===== src/hdl/sdcp_pkg.sv =====
// Shared types and constants of the serial drive command parser.
// No dependencies.
`default_nettype none
package sdcp_pkg;
  localparam int unsigned LineLimit = 64;
  localparam int unsigned LcW = $clog2(LineLimit);

  typedef enum logic [2:0] {
    EV_PING = 3'd0, EV_STOP = 3'd1, EV_MOTOR = 3'd2, EV_TIMEOUT = 3'd3, EV_HEART = 3'd4
  } event_t;

  typedef enum logic [1:0] {
    REG_TIMEOUT = 2'd0, REG_HEART = 2'd1, REG_MAXSPD = 2'd2, REG_TRACK = 2'd3
  } reg_idx_t;

  localparam logic [3:0] PH_KW = 4'd0;
  localparam logic [3:0] PH_DONE = 4'd10;
  localparam logic [3:0] PH_DEAD = 4'd11;
  localparam logic [3:0] PH_KWHIT = 4'd12;

  typedef struct packed {
    logic start_div;
  } dp_cmd_t;

  typedef struct packed {
    logic       n_res;      // 0: one result, 1: two
    logic       any_res;
    logic       div_done;
  } dp_sts_t;

  function automatic logic [3:0] kw_hits(input logic [1:0] pos, input logic [7:0] c);
    logic [3:0] m;
    m = '0;
    unique case (pos)
      2'd0: begin m[0] = c == "P"; m[1] = c == "p"; m[2] = c == "S"; m[3] = c == "s"; end
      2'd1: begin m[0] = c == "I"; m[1] = c == "i"; m[2] = c == "T"; m[3] = c == "t"; end
      2'd2: begin m[0] = c == "N"; m[1] = c == "n"; m[2] = c == "O"; m[3] = c == "o"; end
      default: begin m[0] = c == "G"; m[1] = c == "g"; m[2] = c == "P"; m[3] = c == "p"; end
    endcase
    return m;
  endfunction
endpackage
`default_nettype wire


===== src/hdl/serial_drive_command_parser.sv =====
// Top level of the serial drive command parser: controller plus datapath.
// Depends on sdcp_pkg, sdcp_ctrl and sdcp_dp.
//
// One item at a time: in_ready is high only while the block is idle. A byte or
// tick is parsed in its accept cycle; every item then passes through the scaling
// unit: wheel sum and difference are registered, then the multiply results, then 37
// steps of a bit-serial divider for the turn rate, and last turn rate and forward
// speed are registered (forward speed divided by 255 through a reciprocal multiply).
// The first result beat is offered after that; an item with no result then frees the
// input, and each result beat is held while out_ready is low. Up to two result
// beats per item; last marks the final one.
`default_nettype none
module serial_drive_command_parser (
  input  wire logic               clk,
  input  wire logic               rst,
  input  wire logic               in_valid,
  output logic                    in_ready,
  input  wire logic               kind,
  input  wire logic [7:0]         rx_byte,
  output logic                    out_valid,
  input  wire logic               out_ready,
  output logic [2:0]              event_res,
  output logic signed [19:0]      forward_speed_q8,
  output logic signed [23:0]      turn_rate_q16,
  output logic signed [15:0]      motor_echo,
  output logic signed [15:0]      direction_echo,
  output logic [7:0]              speed_echo,
  output logic                    last,
  input  wire logic               cfg_we,
  input  wire logic [1:0]         cfg_idx,
  input  wire logic [15:0]        cfg_data
);
  sdcp_pkg::dp_cmd_t cmd;
  sdcp_pkg::dp_sts_t sts;
  logic out_sel;

  sdcp_ctrl u_ctrl (
    .clk(clk), .rst(rst), .in_valid(in_valid), .in_ready(in_ready),
    .out_valid(out_valid), .out_ready(out_ready), .out_sel(out_sel), .last(last),
    .cmd(cmd), .sts(sts)
  );

  sdcp_dp u_dp (
    .clk(clk), .rst(rst), .accept(in_valid && in_ready), .kind(kind), .rx_byte(rx_byte),
    .cfg_we(cfg_we), .cfg_idx(cfg_idx), .cfg_data(cfg_data), .cmd(cmd), .sts(sts),
    .out_sel(out_sel), .event_res(event_res), .forward_speed_q8(forward_speed_q8),
    .turn_rate_q16(turn_rate_q16), .motor_echo(motor_echo),
    .direction_echo(direction_echo), .speed_echo(speed_echo)
  );
endmodule
`default_nettype wire


===== src/hdl/sdcp_ctrl.sv =====
// Controller of the serial drive command parser: sequences byte, division and output.
// Depends on sdcp_pkg.
`default_nettype none
module sdcp_ctrl (
  input  wire logic             clk,
  input  wire logic             rst,
  input  wire logic             in_valid,
  output logic                  in_ready,
  output logic                  out_valid,
  input  wire logic             out_ready,
  output logic                  out_sel,
  output logic                  last,
  output sdcp_pkg::dp_cmd_t     cmd,
  input  wire sdcp_pkg::dp_sts_t sts
);
  typedef enum logic [3:0] {
    S_IDLE = 4'b0001, S_DIV = 4'b0010, S_OUT0 = 4'b0100, S_OUT1 = 4'b1000
  } state_t;
  state_t state, state_next;

  always_comb begin
    state_next = state;
    in_ready = 1'b0;
    out_valid = 1'b0;
    out_sel = 1'b0;
    last = 1'b0;
    cmd = '0;
    unique case (state)
      S_IDLE: begin
        in_ready = 1'b1;
        if (in_valid) begin
          state_next = S_DIV;
          cmd.start_div = 1'b1;
        end
      end
      S_DIV: begin
        if (sts.div_done) begin
          if (sts.any_res) state_next = S_OUT0;
          else state_next = S_IDLE;
        end
      end
      S_OUT0: begin
        out_valid = 1'b1;
        last = !sts.n_res;
        if (out_ready) state_next = sts.n_res ? S_OUT1 : S_IDLE;
      end
      S_OUT1: begin
        out_valid = 1'b1;
        out_sel = 1'b1;
        last = 1'b1;
        if (out_ready) state_next = S_IDLE;
      end
      default: state_next = S_IDLE;
    endcase
  end

  always_ff @(posedge clk) begin
    if (rst) state <= S_IDLE;
    else state <= state_next;
  end
endmodule
`default_nettype wire


===== src/hdl/sdcp_dp.sv =====
// Datapath of the serial drive command parser: line parser, wheels, timers, scaling.
// Depends on sdcp_pkg.
`default_nettype none
module sdcp_dp (
  input  wire logic                 clk,
  input  wire logic                 rst,
  input  wire logic                 accept,
  input  wire logic                 kind,
  input  wire logic [7:0]           rx_byte,
  input  wire logic                 cfg_we,
  input  wire logic [1:0]           cfg_idx,
  input  wire logic [15:0]          cfg_data,
  input  wire sdcp_pkg::dp_cmd_t    cmd,
  output sdcp_pkg::dp_sts_t         sts,
  input  wire logic                 out_sel,
  output logic [2:0]                event_res,
  output logic signed [19:0]        forward_speed_q8,
  output logic signed [23:0]        turn_rate_q16,
  output logic signed [15:0]        motor_echo,
  output logic signed [15:0]        direction_echo,
  output logic [7:0]                speed_echo
);
  localparam int unsigned NumW = 37;   // |(R-L)*max*65536| < 2^36
  localparam int unsigned DenW = 19;

  logic [15:0] cfg_timeout, cfg_heart;
  logic [10:0] cfg_maxspd, cfg_track;

  logic [3:0] phase, phase_next;
  logic [3:0] kwm, kwm_next;
  logic [sdcp_pkg::LcW-1:0] lcnt, lcnt_next;
  logic [16:0] acc, acc_next;
  logic neg, neg_next;
  logic signed [15:0] num1, num1_next, num2, num2_next;
  logic signed [8:0] lw, lw_next, rw, rw_next;
  logic [15:0] ms_cmd, ms_cmd_next, ms_hb, ms_hb_next;

  logic [2:0] ev0, ev0_next, ev1, ev1_next;
  logic any_res, any_next, two_res, two_next, motor_r, motor_next;
  logic [7:0] sp_r, sp_next;

  logic signed [19:0] fwd_r;
  logic signed [23:0] turn_r;
  logic [NumW-1:0] rem;
  logic [NumW-1:0] quo;
  logic [DenW-1:0] den;
  logic [5:0] dcnt;
  logic busy, q_neg, div_zero, sum_neg, diff_nz;
  logic [1:0] mstep;
  logic signed [9:0] sum_r, diff_r;
  logic signed [21:0] prod_s, prod_d;

  always_ff @(posedge clk) begin
    if (rst) begin
      cfg_timeout <= 16'd200;
      cfg_heart <= 16'd100;
      cfg_maxspd <= 11'd500;
      cfg_track <= 11'd300;
    end else if (cfg_we) begin
      unique case (sdcp_pkg::reg_idx_t'(cfg_idx))
        sdcp_pkg::REG_TIMEOUT: cfg_timeout <= cfg_data;
        sdcp_pkg::REG_HEART: cfg_heart <= cfg_data;
        sdcp_pkg::REG_MAXSPD: cfg_maxspd <= cfg_data[10:0];
        sdcp_pkg::REG_TRACK: cfg_track <= cfg_data[10:0];
        default: ;
      endcase
    end
  end

  function automatic logic signed [15:0] nval(input logic n, input logic [16:0] a);
    if (n) return 16'(-$signed({1'b0, a}));
    return (a > 17'd32767) ? 16'sd32767 : 16'(a);
  endfunction

  logic [3:0] pc_phase, pc_kwm;
  logic [sdcp_pkg::LcW-1:0] pc_lcnt;
  logic [16:0] pc_acc;
  logic pc_neg;
  logic [3:0] dig;
  logic isdig, blank;
  logic [1:0] sub, idx;
  logic [3:0] hits;
  logic [20:0] acc10;
  logic kwline;
  logic signed [15:0] spv;
  logic signed [8:0] wv;
  logic [16:0] c1, c2;

  always_comb begin
    phase_next = phase; kwm_next = kwm; lcnt_next = lcnt; acc_next = acc;
    neg_next = neg; num1_next = num1; num2_next = num2; lw_next = lw; rw_next = rw;
    ms_cmd_next = ms_cmd; ms_hb_next = ms_hb;
    ev0_next = ev0; ev1_next = ev1; any_next = 1'b0; two_next = 1'b0;
    motor_next = 1'b0; sp_next = 8'd0;
    pc_phase = phase; pc_kwm = kwm; pc_lcnt = lcnt; pc_acc = acc; pc_neg = neg;
    dig = rx_byte[3:0];
    isdig = rx_byte >= "0" && rx_byte <= "9";
    blank = rx_byte == 8'd32 || rx_byte == 8'd9 || rx_byte == 8'd11 || rx_byte == 8'd12;
    sub = 2'd0; idx = 2'd0; hits = '0; acc10 = '0; kwline = 1'b0; spv = '0; wv = '0;
    c1 = 17'({1'b0, ms_cmd} + 17'd1); c2 = 17'({1'b0, ms_hb} + 17'd1);
    if (!kind) begin
      if (lcnt >= sdcp_pkg::LcW'(sdcp_pkg::LineLimit - 1)) begin
        pc_phase = sdcp_pkg::PH_KW; pc_kwm = 4'hF; pc_lcnt = '0; pc_acc = '0; pc_neg = 1'b0;
      end
      phase_next = pc_phase; kwm_next = pc_kwm; lcnt_next = pc_lcnt;
      acc_next = pc_acc; neg_next = pc_neg;
      if (rx_byte == 8'd10 || rx_byte == 8'd13) begin
        kwline = pc_phase == sdcp_pkg::PH_KWHIT ||
          (pc_phase == sdcp_pkg::PH_KW && pc_lcnt == sdcp_pkg::LcW'(4) && pc_kwm != 4'd0);
        if (kwline) begin
          any_next = 1'b1;
          if (pc_kwm[1:0] != 2'd0) ev0_next = sdcp_pkg::EV_PING;
          else begin
            ev0_next = sdcp_pkg::EV_STOP;
            lw_next = '0; rw_next = '0; ms_cmd_next = '0;
          end
        end else if (pc_phase == 4'd9 || pc_phase == sdcp_pkg::PH_DONE) begin
          spv = nval(pc_neg, pc_acc);
          if (spv < 0) spv = '0;
          if (spv > 16'sd255) spv = 16'sd255;
          wv = (num2 == 0) ? -9'(spv) : 9'(spv);
          if (num1 == 16'sd0) lw_next = wv;
          else if (num1 == 16'sd1) rw_next = wv;
          ms_cmd_next = '0;
          any_next = 1'b1; motor_next = 1'b1;
          ev0_next = sdcp_pkg::EV_MOTOR;
          sp_next = spv[7:0];
        end
        phase_next = sdcp_pkg::PH_KW; kwm_next = 4'hF; lcnt_next = '0;
        acc_next = '0; neg_next = 1'b0;
      end else begin
        lcnt_next = pc_lcnt + 1'b1;
        if (pc_phase == sdcp_pkg::PH_KW) begin
          if (rx_byte == 8'd0)
            phase_next = (pc_lcnt == sdcp_pkg::LcW'(4) && pc_kwm != 0) ?
              sdcp_pkg::PH_KWHIT : sdcp_pkg::PH_DEAD;
          else if (pc_lcnt == '0 && rx_byte == "<") phase_next = 4'd1;
          else if (pc_lcnt >= sdcp_pkg::LcW'(4)) phase_next = sdcp_pkg::PH_DEAD;
          else begin
            hits = sdcp_pkg::kw_hits(pc_lcnt[1:0], rx_byte);
            kwm_next = pc_kwm & hits;
            if ((pc_kwm & hits) == 4'd0) phase_next = sdcp_pkg::PH_DEAD;
          end
        end else if (pc_phase >= 4'd1 && pc_phase <= 4'd9) begin
          priority case (pc_phase)
            4'd1, 4'd4, 4'd7: sub = 2'd0;
            4'd2, 4'd5, 4'd8: sub = 2'd1;
            default: sub = 2'd2;
          endcase
          idx = (pc_phase <= 4'd3) ? 2'd0 : ((pc_phase <= 4'd6) ? 2'd1 : 2'd2);
          acc10 = 21'(pc_acc) * 21'd10 + 21'(dig);
          if (sub == 2'd0 && blank) begin
          end else if (sub == 2'd0 && (rx_byte == "+" || rx_byte == "-")) begin
            acc_next = '0; neg_next = rx_byte == "-"; phase_next = pc_phase + 1'b1;
          end else if (sub != 2'd2 && isdig) begin
            if (sub == 2'd0) neg_next = 1'b0;
            acc_next = 17'(dig);
            phase_next = 4'(3 + 3 * idx);
          end else if (sub == 2'd2 && isdig) begin
            acc_next = (acc10 > 21'd32768) ? 17'd32768 : acc10[16:0];
          end else if (sub == 2'd2 && idx == 2'd2) begin
            phase_next = sdcp_pkg::PH_DONE;
          end else if (sub == 2'd2 && rx_byte == ",") begin
            if (idx == 2'd0) num1_next = nval(pc_neg, pc_acc);
            else num2_next = nval(pc_neg, pc_acc);
            phase_next = 4'(1 + 3 * (idx + 1));
          end else phase_next = sdcp_pkg::PH_DEAD;
        end
      end
    end else begin
      if (ms_cmd != 16'hFFFF) ms_cmd_next = c1[15:0];
      if (ms_hb != 16'hFFFF) ms_hb_next = c2[15:0];
      if (ms_cmd_next > cfg_timeout && (lw != 0 || rw != 0)) begin
        lw_next = '0; rw_next = '0;
        any_next = 1'b1;
        ev0_next = sdcp_pkg::EV_TIMEOUT;
        if (ms_hb_next > cfg_heart) begin
          ms_hb_next = '0; two_next = 1'b1; ev1_next = sdcp_pkg::EV_HEART;
        end
      end else if (ms_hb_next > cfg_heart) begin
        ms_hb_next = '0; any_next = 1'b1; ev0_next = sdcp_pkg::EV_HEART;
      end
    end
  end

  always_ff @(posedge clk) begin
    if (rst) begin
      phase <= sdcp_pkg::PH_KW; kwm <= 4'hF; lcnt <= '0; acc <= '0; neg <= 1'b0;
      num1 <= '0; num2 <= '0; lw <= '0; rw <= '0; ms_cmd <= '0; ms_hb <= '0;
      any_res <= 1'b0; two_res <= 1'b0; motor_r <= 1'b0;
    end else if (accept) begin
      phase <= phase_next; kwm <= kwm_next; lcnt <= lcnt_next; acc <= acc_next;
      neg <= neg_next; num1 <= num1_next; num2 <= num2_next; lw <= lw_next;
      rw <= rw_next; ms_cmd <= ms_cmd_next; ms_hb <= ms_hb_next;
      any_res <= any_next; two_res <= two_next; motor_r <= motor_next;
    end
  end

  always_ff @(posedge clk) begin
    if (accept) begin
      ev0 <= ev0_next; ev1 <= ev1_next; sp_r <= sp_next;
    end
  end

  // scaling: multiply step, restoring division one bit a cycle for the turn rate,
  // reciprocal multiply for the forward speed
  assign prod_s = 22'(sum_r) * $signed({11'd0, cfg_maxspd});
  assign prod_d = 22'(diff_r) * $signed({11'd0, cfg_maxspd});

  localparam logic [27:0] Recip255 = 28'd134744073;   // ceil(2^35 / 255)

  logic [NumW-1:0] rem_sh;
  logic [NumW-1:0] trial;
  logic [21:0] mag;
  logic [NumW-1:0] qmag;
  logic signed [NumW:0] qsig;
  logic [29:0] fmag;
  logic [21:0] smag;
  logic [29:0] fnum;
  logic [57:0] fprod;
  assign rem_sh = {rem[NumW-2:0], quo[NumW-1]};
  assign trial = rem_sh - NumW'(den);
  assign mag = prod_d[21] ? 22'(-prod_d) : 22'(prod_d);
  assign smag = prod_s[21] ? 22'(-prod_s) : 22'(prod_s);
  assign fmag = 30'(smag) << 7;
  assign fprod = 58'(fnum) * 58'(Recip255);

  always_ff @(posedge clk) begin
    if (rst) begin
      busy <= 1'b0; mstep <= '0; dcnt <= '0;
    end else if (cmd.start_div) begin
      busy <= 1'b1; mstep <= 2'd1;
    end else if (busy) begin
      if (mstep == 2'd1) mstep <= 2'd2;
      else if (mstep == 2'd2) begin
        mstep <= 2'd3; dcnt <= 6'(NumW);
      end else if (dcnt != '0) dcnt <= dcnt - 1'b1;
      else busy <= 1'b0;
    end
  end

  always_ff @(posedge clk) begin
    if (busy && mstep == 2'd1) begin
      sum_r <= 10'(lw) + 10'(rw);
      diff_r <= 10'(rw) - 10'(lw);
    end else if (busy && mstep == 2'd2) begin
      den <= 19'(cfg_track) * 19'd255;
      div_zero <= cfg_track == '0;
      q_neg <= prod_d[21];
      diff_nz <= prod_d != '0;
      sum_neg <= prod_s[21];
      rem <= '0; quo <= NumW'(mag) << 16;
      fnum <= fmag;
    end else if (busy && dcnt != '0) begin
      if (rem_sh >= NumW'(den)) begin
        rem <= trial; quo <= {quo[NumW-2:0], 1'b1};
      end else begin
        rem <= rem_sh; quo <= {quo[NumW-2:0], 1'b0};
      end
    end
  end

  always_comb begin
    qmag = quo;
    if (div_zero) qsig = diff_nz ? (q_neg ? -(NumW+1)'(8388608) : (NumW+1)'(8388607)) : '0;
    else qsig = q_neg ? -$signed({1'b0, qmag}) : $signed({1'b0, qmag});
  end

  always_ff @(posedge clk) begin
    if (busy && mstep == 2'd3 && dcnt == '0) begin
      if (qsig > (NumW+1)'(8388607)) turn_r <= 24'sd8388607;
      else if (qsig < -(NumW+1)'(8388608)) turn_r <= -24'sd8388608;
      else turn_r <= qsig[23:0];
      fwd_r <= sum_neg ? -20'(fprod[57:35]) : 20'(fprod[57:35]);
    end
  end

  assign sts.div_done = busy && mstep == 2'd3 && dcnt == '0;
  assign sts.any_res = any_res;
  assign sts.n_res = two_res;

  always_comb begin
    event_res = out_sel ? ev1 : ev0;
    if (motor_r && !out_sel) begin
      forward_speed_q8 = fwd_r; turn_rate_q16 = turn_r;
      motor_echo = num1; direction_echo = num2; speed_echo = sp_r;
    end else begin
      forward_speed_q8 = '0; turn_rate_q16 = '0;
      motor_echo = '0; direction_echo = '0; speed_echo = '0;
    end
  end
endmodule
`default_nettype wire


===== config.mk =====
export PLATFORM = sky130hd
export DESIGN_NAME = serial_drive_command_parser
export DESIGN_NICKNAME = d
export VERILOG_FILES = /design/src/hdl/sdcp_pkg.sv /design/src/hdl/serial_drive_command_parser.sv /design/src/hdl/sdcp_ctrl.sv /design/src/hdl/sdcp_dp.sv
export SDC_FILE = /design/constraint.sdc
export NUM_CORES = 2
export LEC_CHECK = 0
export BUFFER_PORTS_ARGS = -buffer_cell sky130_fd_sc_hd__buf_2
export CORE_UTILIZATION = 50
export CTS_BUF_LIST = sky130_fd_sc_hd__clkbuf_4 sky130_fd_sc_hd__clkbuf_8 sky130_fd_sc_hd__clkbuf_16
export DETAILED_ROUTE_END_ITERATION = 7
export PLACE_DENSITY = 0.66
export SETUP_SLACK_MARGIN = 0.4
export SKIP_LAST_GASP = 1
export SYNTH_ARGS = -nofsm -noshare
export SYNTH_HDL_FRONTEND = slang
export SYNTH_SLANG_ARGS = --single-unit

===== constraint.sdc =====
create_clock -name clk -period 9.54 [get_ports clk]
set_input_delay 1.431 -clock clk [delete_from_list [all_inputs] [get_ports clk]]
set_output_delay 1.431 -clock clk [all_outputs]
set_load 0.05 [all_outputs]

==> results.yml <==
timing:
  min_period_ns: 7.00
  setup_violations: 0
  rsz0062_at_grt: "no"
  setup_tns_ns: 0
  whs_ns: 0.453
  post-route-period-util: 0.734
  fmax_mhz: 143
  setup_ws_ns: 2.54
  relSlewSlack: 0.226
  clock_skew_ns: 0.0300
  worstMarginPinSlew_ns: 1.16
  hold_viol_final: 0
  drv_slew: 0
floorplanning:
  initial_utilization: 0.505
  die_area_mm2: 0.0761
  rows: 100
  boundaryPins: 122
  die_width_um: 276
  die_h_um: 276
  core_mm2: 0.0743
cts:
  worst_skew_pair.late_latency_ns: 0.60
  numCtsBuffers: 47
  clkTransAtPathRegs_ns: 0.06
  cts_hold_buffers: 0
  ctsResizeCount: 0
  cts_num_sinks: 376
  post-cts-setup-buffers: 0
  htreeDepth: 2
  cts-root-buf: "clkbuf_16"
  cts.path.max_buffers: 3
  cts_tree: "built"
place:
  dp.final_hpwl_mm: 66.8
  pre_cts_slack_ns: 2.59
  place_congestion: 0.878
  numPortBuffers: 121
  place_area_mm2: 0.0388
yosys:
  yosysSeqAreaShare: 0.252
  ys_warn_count: 0
  yosys_register_bits: 376
  postSynthAreaPerCell_um2: 8.51
  async_flop_share: 0
  synth_edf_count: 192
  ys_types: 87
  synthCells: 4406
  synthFlopType: "edfxtp_1"
  syn_nets: 5097
  synth.cell_area_mm2: 0.0375
critical_path:
  path_class: "register to register"
  worstPathRequired_ns: 9.85
  crit_path_max_fanout: 20
  r2r_cells: 23
  critPathLaunchType: "register"
  endpoint_kind: "register"
  cp.arrival_ns: 7.31
routing:
  wire_per_inst_um: 16.0
  wl_mm: 86.3
  vias_per_cell: 5.52
  num_vias: 29800
  drc_errors: 0
  dr.pass1.iters: 6
  drt_iter0_drc: 1717
  ant_nets: 0
layout:
  final_common_cell: "nand2_1"
  syn2layout_area_growth_pct: 7.85
  layout_common_cells: "516 x nand2_1, 455 x inv_1, 444 x ha_1"
  n_antenna_cell: 0
  fin_util: 0.544
  layout.nets: 5093
  final_design_area_no_fill_mm2: 0.0405
  drive_gt1_frac: 0.0705
worst_hold_path:
  hold_class: "register to register"
  worst_hold_path.num_cells: 2
grt:
  grt_pass1_vias: 28700
  grtUsageTotal: 0.229
  antenna_found_initial: 0
  grt_overflow: 0
  grt_pass1_wl_mm: 143
  grt_start_max_net_pins: 85
power_and_ir_drop:
  power.leakage_nw: 18.4
  power.density_mw_per_mm2: 135
  peakVddDrop_mv: 0.113
run:
  maxCapViolCount: 0
run_status:
  outcome: "finished clean"
## cells by family (layout without fill, tap and decap cells)
kind of cell / Yosys count / in the layout / share of synthesized area
xor gates and xnor gates: 244 / 244 / 0.0570
muxes: 31 / 31 / 0.00861
DFF: 376 / 376 / 0.252
AOI/OAI and AO/OA: 839 / 839 / 0.143
and+or+nand+nor: 1600 / 1600 / 0.210
adders and majority gates: 659 / 659 / 0.263
buffers and inverters: 657 / 691 / 0.0663
## synth_stat cells (31+ instances only)
cell      instances  area, µm²
o21ai_0         197        986
or3_1            48        300
nor3_1           80        400
dfxtp_1         184       3680
and3_1           47        294
xor2_1           89        780
o31ai_1          31        233
nor2_1          339       1270
fa_1            215       4300
and2_1          191       1190
nor4_1           38        238
nand2b_1         61        382
xnor2_1         155       1360
a21oi_1         251       1260
nand3_1          90        450
a21o_1           55        413
inv_1           455       1710
nand2_1         517       1940
edfxtp_1        192       5770
ha_1            444       5560
clkbuf_1        181        679
## state kept, by name (all words and copies together), names as in the netlist, 17 cells and up
signal,count
u_dp.qmag,37
u_dp.rem,36
u_dp.turn_r,24
u_dp.fnum,22
u_dp.fwd_r,20
u_dp.den,19
u_dp.acc,17
## path summary, 6_finish.rpt
path / from / to / slack, ns
setup / recovery: u_dp.cfg_maxspd[8]$_SDFFE_PP1P_ / u_dp.qmag[28]$_DFFE_PP_ / 2.54
hold / removal: u_dp.cfg_timeout[5]$_SDFFE_PP0P_ / u_dp.cfg_timeout[5]$_SDFFE_PP0P_ / 0.45
setup reg to reg: u_dp.cfg_maxspd[8]$_SDFFE_PP1P_ / u_dp.qmag[28]$_DFFE_PP_ / 2.54
hold reg to reg: u_dp.cfg_timeout[5]$_SDFFE_PP0P_ / u_dp.cfg_timeout[5]$_SDFFE_PP0P_ / 0.45
## worst max-delay path, stage by stage (launching register included)
cell and delay [ns]:
dfxtp_1 0.78, nand2_1 0.18, fa_1 0.57, inv_1 0.05, fa_1 0.53, fa_1 0.45, fa_1 0.55, inv_1 0.06
fa_1 0.52, inv_1 0.04, ha_1 0.39, a21o_1 0.22, a21o_1 0.19, a21oi_1 0.29, nor3b_1 0.30, a21oi_1 0.13
a211o_1 0.28, a21o_1 0.18, xor2_1 0.14, buf_4 0.19, inv_1 0.27, o21ai_0 0.18, xnor2_1 0.15, o21ai_0 0.08
## stage by stage
stage	total power, W	instances
after floorplan	0.00326	4406
after global placement	0.00357	5322
final	0.00545	5409
after CTS	0.00550	5409
after detailed placement	0.00359	5322
after global routing	0.00583	5409
## final cells by class
| type | instances | area [µm²] |
|---|---|---|
| Clock buffer | 60 | 1360 |
| Multi-Input combinational cell | 3373 | 25600 |
| Inverter | 456 | 1710 |
| Fill cell | 6946 | 33900 |
| Sequential cell | 376 | 9450 |
| Timing Repair Buffer | 148 | 811 |
| Clock inverter | 27 | 292 |
| Tap cell | 969 | 1210 |
## power by group
group	switching [W]	total, W	internal (W)
registers	0.0000439	0.00182	0.00177
clock network	0.000746	0.00189	0.00114
logic	0.00101	0.00175	0.000740
## metal layers
metal / share of wire / up-vias / track usage
met5: 0 / - / 0
met3: 0.037 / 153 / 0.0252
met2: 0.48 / 587 / 0.390
met4: 0.033 / 0 / 0.0872
met1: 0.45 / 14000 / 0.296
li1: - / 15100 / -
Note: power is estimated with default switching activity, not from simulation.
